<file path="src/hdl/tqjb_pkg.sv">
// ----------------------------------------------------------------------------
// tqjb_pkg
// Shared types and codes of the three-column join buffer.
// ----------------------------------------------------------------------------
package tqjb_pkg;

	localparam int NUM_COLS      = 3;
	localparam int COL_SEL_BITS  = 2;
	localparam int LIMIT_BITS    = 5;
	localparam int COUNT_BITS    = 14;
	localparam int CFG_IDX_BITS  = 1;
	localparam int CFG_DATA_BITS = 14;
	localparam int OUT_BITS      = 32;
	localparam int STATUS_BITS   = 2;

	localparam logic [COUNT_BITS-1:0] COUNT_MAX   = 14'h3FFF;
	localparam logic [LIMIT_BITS-1:0] LIMIT_RESET = 5'd16;

	typedef enum logic [STATUS_BITS-1:0] {
		ST_DONE  = 2'd0,
		ST_FULL  = 2'd1,
		ST_EMPTY = 2'd2
	} status_t;

	typedef enum logic {
		ACT_PUSH = 1'b0,
		ACT_POP  = 1'b1
	} action_t;

	typedef enum logic [CFG_IDX_BITS-1:0] {
		CFG_COLUMN_LIMIT = 1'b0,
		CFG_ITEM_QUOTA   = 1'b1
	} cfg_index_t;

	typedef struct packed {
		logic push;
		logic pop;
	} col_ctrl_t;

	typedef struct packed {
		logic full;
		logic empty;
	} col_stat_t;

endpackage

</file>
<file path="src/hdl/tqjb_cell.sv">
// ----------------------------------------------------------------------------
// tqjb_cell
// One storage cell of a column: load a new item or take the upper neighbour's.
// ----------------------------------------------------------------------------
module tqjb_cell #(
	parameter int ITEM_BITS = 32
) (
	input  logic                        clk,
	input  logic                        load,
	input  logic signed [ITEM_BITS-1:0] load_data,
	input  logic                        shift,
	input  logic signed [ITEM_BITS-1:0] next_data,
	output logic signed [ITEM_BITS-1:0] data_q
);

	always_ff @(posedge clk) begin
		if (load) begin
			data_q <= load_data;
		end else if (shift) begin
			data_q <= next_data;
		end
	end

endmodule

</file>
<file path="src/hdl/tqjb_column.sv">
// ----------------------------------------------------------------------------
// tqjb_column
// One FIFO column built as a row of cells with a fill counter.
// ----------------------------------------------------------------------------
module tqjb_column
	import tqjb_pkg::*;
#(
	parameter int COLUMN_DEPTH = 16,
	parameter int ITEM_BITS    = 32
) (
	input  logic                        clk,
	input  logic                        arst_n,
	input  col_ctrl_t                   ctrl,
	input  logic signed [ITEM_BITS-1:0] item_in,
	input  logic [LIMIT_BITS-1:0]       limit,
	output logic signed [ITEM_BITS-1:0] head,
	output col_stat_t                   stat
);

	localparam int FILL_BITS = $clog2(COLUMN_DEPTH + 1);
	localparam int CMP_BITS  = (FILL_BITS > LIMIT_BITS) ? FILL_BITS : LIMIT_BITS;

	logic [FILL_BITS-1:0]        fill_q;
	logic signed [ITEM_BITS-1:0] cell_data [COLUMN_DEPTH];

	for (genvar i = 0; i < COLUMN_DEPTH; i++) begin : g_cell
		logic signed [ITEM_BITS-1:0] next_data;
		if (i < COLUMN_DEPTH - 1) begin : g_mid
			assign next_data = cell_data[i+1];
		end else begin : g_last
			assign next_data = cell_data[i];
		end
		tqjb_cell #(
			.ITEM_BITS(ITEM_BITS)
		) u_cell (
			.clk      (clk),
			.load     (ctrl.push && (fill_q == FILL_BITS'(i))),
			.load_data(item_in),
			.shift    (ctrl.pop),
			.next_data(next_data),
			.data_q   (cell_data[i])
		);
	end

	always_ff @(posedge clk or negedge arst_n) begin
		if (!arst_n) begin
			fill_q <= '0;
		end else if (ctrl.push) begin
			fill_q <= fill_q + FILL_BITS'(1);
		end else if (ctrl.pop) begin
			fill_q <= fill_q - FILL_BITS'(1);
		end
	end

	always_comb begin
		stat.empty = (fill_q == '0);
		stat.full  = (fill_q >= FILL_BITS'(COLUMN_DEPTH)) ||
		             (CMP_BITS'(fill_q) >= CMP_BITS'(limit));
	end

	assign head = cell_data[0];

endmodule

</file>
<file path="src/hdl/three_queue_join_buffer_unit.sv">
// ----------------------------------------------------------------------------
// three_queue_join_buffer_unit
// Three FIFO columns joined on pop, with one limit for every column and an item quota.
// ----------------------------------------------------------------------------
//  channel | handshake          | payload
//  --------+--------------------+---------------------------------------------
//  in      | in_valid/in_ready  | action, column, item_value
//  out     | out_valid/out_ready| status, head_zero, head_one, head_two,
//          |                    | remaining
//  cfg     | cfg_valid/cfg_ready| cfg_index, cfg_data
//
//  One item per cycle unless the output stalls: an item is applied to the
//  columns when accepted; its result is in the output register next cycle.
//  The input is ready whenever the output register is empty or being taken.
//  A stalled output holds its result and blocks the input; cfg is always ready.
//  Reset empties all columns, clears the pushed count and loads the registers.
// ----------------------------------------------------------------------------
module three_queue_join_buffer_unit
	import tqjb_pkg::*;
#(
	parameter int COLUMN_DEPTH = 16,
	parameter int ITEM_BITS    = 32
) (
	input  logic                           clk,
	input  logic                           arst_n,
	input  logic                           in_valid,
	output logic                           in_ready,
	input  logic                           action,
	input  logic [COL_SEL_BITS-1:0]        column,
	input  logic signed [OUT_BITS-1:0]     item_value,
	output logic                           out_valid,
	input  logic                           out_ready,
	output logic [STATUS_BITS-1:0]         status,
	output logic signed [OUT_BITS-1:0]     head_zero,
	output logic signed [OUT_BITS-1:0]     head_one,
	output logic signed [OUT_BITS-1:0]     head_two,
	output logic [COUNT_BITS-1:0]          remaining,
	input  logic                           cfg_valid,
	output logic                           cfg_ready,
	input  logic [CFG_IDX_BITS-1:0]        cfg_index,
	input  logic [CFG_DATA_BITS-1:0]       cfg_data
);

	logic [LIMIT_BITS-1:0]       limit_q;
	logic [COUNT_BITS-1:0]       quota_q;
	logic [COUNT_BITS-1:0]       added_q;
	logic [COUNT_BITS-1:0]       added_next;
	logic                        out_valid_q;
	status_t                     status_q;
	logic signed [OUT_BITS-1:0]  head_q [NUM_COLS];
	logic [COUNT_BITS-1:0]       remaining_q;

	col_ctrl_t                   ctrl [NUM_COLS];
	col_stat_t                   stat [NUM_COLS];
	logic signed [ITEM_BITS-1:0] head [NUM_COLS];
	logic signed [ITEM_BITS-1:0] item_narrow;

	logic    accept;
	logic    sel_full;
	logic    push_ok;
	logic    pop_ok;
	status_t status_next;

	assign cfg_ready   = 1'b1;
	assign in_ready    = !out_valid_q || out_ready;
	assign accept      = in_valid && in_ready;
	assign item_narrow = ITEM_BITS'(item_value);

	always_comb begin
		case (column)
			2'd0:    sel_full = stat[0].full;
			2'd1:    sel_full = stat[1].full;
			2'd2:    sel_full = stat[2].full;
			default: sel_full = 1'b1;
		endcase
	end

	always_comb begin
		push_ok     = accept && (action == ACT_PUSH) && !sel_full;
		pop_ok      = accept && (action == ACT_POP) &&
		              !stat[0].empty && !stat[1].empty && !stat[2].empty;
		status_next = ST_DONE;
		if (action == ACT_PUSH) begin
			if (sel_full) begin
				status_next = ST_FULL;
			end
		end else if (!pop_ok) begin
			status_next = ST_EMPTY;
		end
		added_next = added_q;
		if (push_ok && (added_q != COUNT_MAX)) begin
			added_next = added_q + COUNT_BITS'(1);
		end
	end

	for (genvar c = 0; c < NUM_COLS; c++) begin : g_col
		always_comb begin
			ctrl[c].push = push_ok && (column == COL_SEL_BITS'(c));
			ctrl[c].pop  = pop_ok;
		end
		tqjb_column #(
			.COLUMN_DEPTH(COLUMN_DEPTH),
			.ITEM_BITS   (ITEM_BITS)
		) u_column (
			.clk    (clk),
			.arst_n (arst_n),
			.ctrl   (ctrl[c]),
			.item_in(item_narrow),
			.limit  (limit_q),
			.head   (head[c]),
			.stat   (stat[c])
		);
	end

	always_ff @(posedge clk or negedge arst_n) begin
		if (!arst_n) begin
			limit_q <= LIMIT_RESET;
			quota_q <= '0;
		end else if (cfg_valid && cfg_ready) begin
			case (cfg_index)
				CFG_COLUMN_LIMIT: limit_q <= cfg_data[LIMIT_BITS-1:0];
				CFG_ITEM_QUOTA:   quota_q <= cfg_data[COUNT_BITS-1:0];
				default:          ;
			endcase
		end
	end

	always_ff @(posedge clk or negedge arst_n) begin
		if (!arst_n) begin
			added_q     <= '0;
			out_valid_q <= 1'b0;
		end else begin
			added_q <= added_next;
			if (accept) begin
				out_valid_q <= 1'b1;
			end else if (out_ready) begin
				out_valid_q <= 1'b0;
			end
		end
	end

	always_ff @(posedge clk) begin
		if (accept) begin
			status_q    <= status_next;
			remaining_q <= (quota_q > added_next) ? (quota_q - added_next) : '0;
			for (int c = 0; c < NUM_COLS; c++) begin
				head_q[c] <= pop_ok ? OUT_BITS'(head[c]) : '0;
			end
		end
	end

	assign out_valid = out_valid_q;
	assign status    = status_q;
	assign head_zero = head_q[0];
	assign head_one  = head_q[1];
	assign head_two  = head_q[2];
	assign remaining = remaining_q;

endmodule

</file>
<file path="config.mk">
export PLATFORM = sky130hd
export DESIGN_NAME = three_queue_join_buffer_unit
export DESIGN_NICKNAME = d
export VERILOG_FILES = /design/src/hdl/tqjb_pkg.sv /design/src/hdl/tqjb_cell.sv /design/src/hdl/tqjb_column.sv /design/src/hdl/three_queue_join_buffer_unit.sv
export SDC_FILE = /design/constraint.sdc
export NUM_CORES = 2
export LEC_CHECK = 0
export BUFFER_PORTS_ARGS = -buffer_cell sky130_fd_sc_hd__buf_2
export CORE_AREA = 2 2 427 429
export DETAILED_ROUTE_END_ITERATION = 8
export DIE_AREA = 0 0 429 431
export SLEW_MARGIN = 10
export SYNTH_ARGS = -nofsm -noshare
export SYNTH_HDL_FRONTEND = slang
export SYNTH_HIERARCHICAL = 1
export SYNTH_SLANG_ARGS = --single-unit
</file>
<file path="constraint.sdc">
create_clock -name clk -period 7.4 [get_ports clk]
set_input_delay 0 -clock clk [delete_from_list [all_inputs] [get_ports clk]]
set_output_delay 0 -clock clk [all_outputs]
set_load 0.05 [all_outputs]
</file>
==> results.ini <==
[sta]
tightestPinTransition_ns=1.22
max_clock_skew_ns=0.0178
timing.max_slew.rel_slack=0.189
finalWorstPathRequiredPeriod_ns=6.09
max_freq_mhz=164
finalHoldViolCount=0
grt_setup_unrepaired=no
fin_crit_sh=0.824
setup_viol=0
drv_slew=0
setup_total_negative_slack_ns=0

[global_route]
antenna_violations_before_repair=3
grt.total_usage=0.140
grt_overflow=0
first_pass_grt_wire_length_um=199000
first_global_vias=32300
pin_count_of_the_biggest_net_entering_global_routing=65

[floorplan]
initial_core_util=0.448
row_count=156
die_w_um=429
die_h_um=431
floorplan.core_area_um2=180000
num_io_pins=170
die-area_um2=185000

[synth]
cell_taking_the_most_area_after_synthesis=edfxtp_1
synth-seq-cells=1697
post_synth_inst_count=4018
synthAdderAreaFrac=0.00689
post_synth.cell_area_avg_um2=20.1
synth_most_common_cell=edfxtp_1
synth.yosys.warnings=6
yosys.area_share.xor_xnor=0.00402
share_of_yosys_cell_area_claimed_by_the_top_area_cell_type=0.614
synth_top_family_by_area=multiplexers
async_reset_ff_frac=0.0289
synthTopCellsByCount=edfxtp_1 (1,648), mux2_4 (1,392), mux2_2 (164)
ys_types=72
synth_enable_flop_cells=1648
synth.mux.area_fraction=0.282
synthSimpleGateAreaFrac=0.0250
netlist_area_um2=80600
synth.net_count=4112
synth_compound_gate_area_share=0.00695
synth-main-ff-cell=edfxtp_1
synth.area.top_cells=edfxtp_1 (61%), mux2_4 (26%), buf_12 (3.6%)
share_of_the_yosys_chip_area_belonging_to_registers=0.629

[drt]
detail_route.wl_per_cell_um=19.2
remaining_drc_errors=0
routed_wirelength_um=131000
detail_route.iter0.violations=1647
number_of_vias_after_detailed_routing=32200
drtAntennaViolNets=0
detail_route.first_pass.iterations=5
routed_via_density=4.73

[min_path]
holdPathStages=4
hold_path.class=in2reg

[worst_setup_path]
timing.critical_path.to_type=flip-flop
worst_setup_path_start_kind=flip-flop
criticalPathCategory=reg2reg
worst_ep_arrival_time_ns=6.57
timing.critical_path.fanout_max=14
critical_path.max_stage_delay_ns=0.52
cp.required_ns=7.88
reg2regPathDepth=21
crit_slowest_cell=a21oi_2
cp_cell_sequence=ha_1, a21o_1, a211oi_1, o21ai_0, mux2_2, o21a_2, nor3_2, xor2_1, ha_1, inv_1, fa_1, nor2_1, nor3_1, a21oi_1, o311ai_4, o21ai_0, a211oi_2, a2111oi_4, o31ai_2, a21oi_2, nor3b_1

[job]
number_of_max_cap_violations=0

[place]
placement.cell_area_um2=82000
io_buffers=168
place_congestion=0.823
dp_hpwl_um=76300

[cts]
tritoncts_buffers=174
cts_tree=built
clkTransAtPathRegs_ns=0.06
clock_tree.buffer_depth=3
cts_repair_resize_count=0
cts_root_buffer=clkbuf_16
htree_num_levels=4
clock_sink_count=1697
clock_insertion_delay_at_the_later_pin_of_the_skew_report_ns=0.79

[final_layout]
layout.cell_area.non_filler_um2=87900
area_delta_synth_final_pct=8.95
layout-drive-gt1-share=0.488
nFillCells=14900
num-nets-final=4387

[outcome]
run_status=finished, final reports clean

[pwr]
p_per_area_nw_per_um2=263
total_leakage_power_uw=0.0316
worst_vdd_ir_mv=0.215

==> critical path, delay by kind of cell (launching register included) <==
kind            cells  cell delay, ns
buf+inv             1            0.06
compound gates     11            2.86
fa+ha+maj           3            0.92
simple gates        4            0.94
flops               1            0.48
mux                 1            0.31
xor+xnor            1            0.23
==> state kept, by name, indices dropped and copies added (netlist names) <==
name,count
added_q,14
g_col.u_column/fill_q,15
g_col.u_column/g_cell.u_cell/data_q,1536
head_q,96
limit_q,5
out_valid,1
quota_q,14
remaining,14
status,2
==> cell usage in the layout, fill, tap and decap left out, types with 6 or more instances in the layout <==
cell	Yosys	layout
dlygate4sd3_1	0	47
maj3_1	6	6
clkinv_1	0	41
and2_1	104	100
dfrtp_1	48	48
nand3_1	12	12
nor2_1	65	20
clkinv_2	0	26
nor3_1	20	20
edfxtp_1	1648	1648
xnor2_1	20	20
or2_1	49	30
xor2_1	17	17
mux2_4	1392	1392
nand2b_1	8	8
nand3b_1	7	7
inv_1	39	39
buf_4	2	102
nand2_1	46	46
nor2_4	0	45
nand4_1	9	9
ha_1	38	38
clkbuf_1	14	46
o21ai_0	15	15
bufinv_16	0	9
clkinv_8	0	6
buf_2	6	168
mux2_2	164	164
clkbuf_16	0	177
a21oi_1	7	7
or2_2	3	22
==> final timing paths <==
check	startpoint	end	slack, ns
min	out_ready	out_valid	0.08
min in group asynchronous	arst_n	quota_q[12]	0.43
max	g_col[1].u_column/fill_q[3]	remaining[3]	1.31
min reg2reg	added_q[13]	added_q[13]	0.49
max reg2reg	g_col[1].u_column/fill_q[3]	remaining[3]	1.31
max in group asynchronous	arst_n	g_col[2].u_column/fill_q[0]	6.49
==> cells by family after synthesis <==
logic type,Yosys count
other,1
AO/OA/AOI/OAI,66
adder cells (fa/ha/maj),45
multiplexers,1557
buffers and inverters,258
AND/OR/NAND/NOR,357
XOR/XNOR,37
flip-flops,1697
==> area by class of cell <==
cell class / instances / area [µm²] / area share
Clock buffer: 224 / 4620 / 0.0525
Inverter: 39 / 146 / 0.00167
Sequential cell: 1697 / 50700 / 0.577
Timing Repair Buffer: 318 / 2100 / 0.0239
Tap cell: 2370 / 2970 / 0.0337
Antenna cell: 2 / 5.00 / 0.0000570
Multi-Input combinational cell: 2063 / 26600 / 0.302
Clock inverter: 92 / 747 / 0.00850
==> layer usage <==
metal | vias to the layer above | part of all wire | track usage | wire length [µm]
met2 | 575 | 0.40 | 0.194 | 51700
li1 | 16000 | - | - | -
met4 | 0 | 0.021 | 0.0406 | 2770
met1 | 15400 | 0.54 | 0.222 | 70500
met3 | 203 | 0.043 | 0.0273 | 5680
met5 | - | 0 | 0 | 0
==> timing repair <==
action	CTS	global route
hold buffers	47	0
endpoints found under the hold margin	136	0
buffers inserted	0	0
==> per-stage QoR <==
| stage | hold slack, ns | utilization | cells | power [µW] | setup WS, ns |
|---|---|---|---|---|---|
| after floorplan | -0.296 | - | 4018 | 14300 | 0.795 |
| after global placement | 0.155 | 0.455 | 6439 | 15000 | 1.58 |
| after detailed placement | 0.161 | 0.455 | 6439 | 15100 | 1.35 |
| after CTS | 0.0138 | 0.488 | 6802 | 23400 | 1.32 |
| after global routing | 0.0634 | 0.488 | 6805 | 24000 | 0.896 |
| final | 0.0826 | 0.488 | 6805 | 23100 | 1.31 |
==> power by group <==
| group | internal, µW | leakage, µW | switching (µW) |
|---|---|---|---|
| Sequential | 11800 | 0.0159 | 341 |
| Combinational | 1240 | 0.0131 | 1510 |
| Clock | 4710 | 0.00261 | 3450 |
| Total | 17800 | 0.0316 | 5300 |
(Power assumes the default switching activity.)
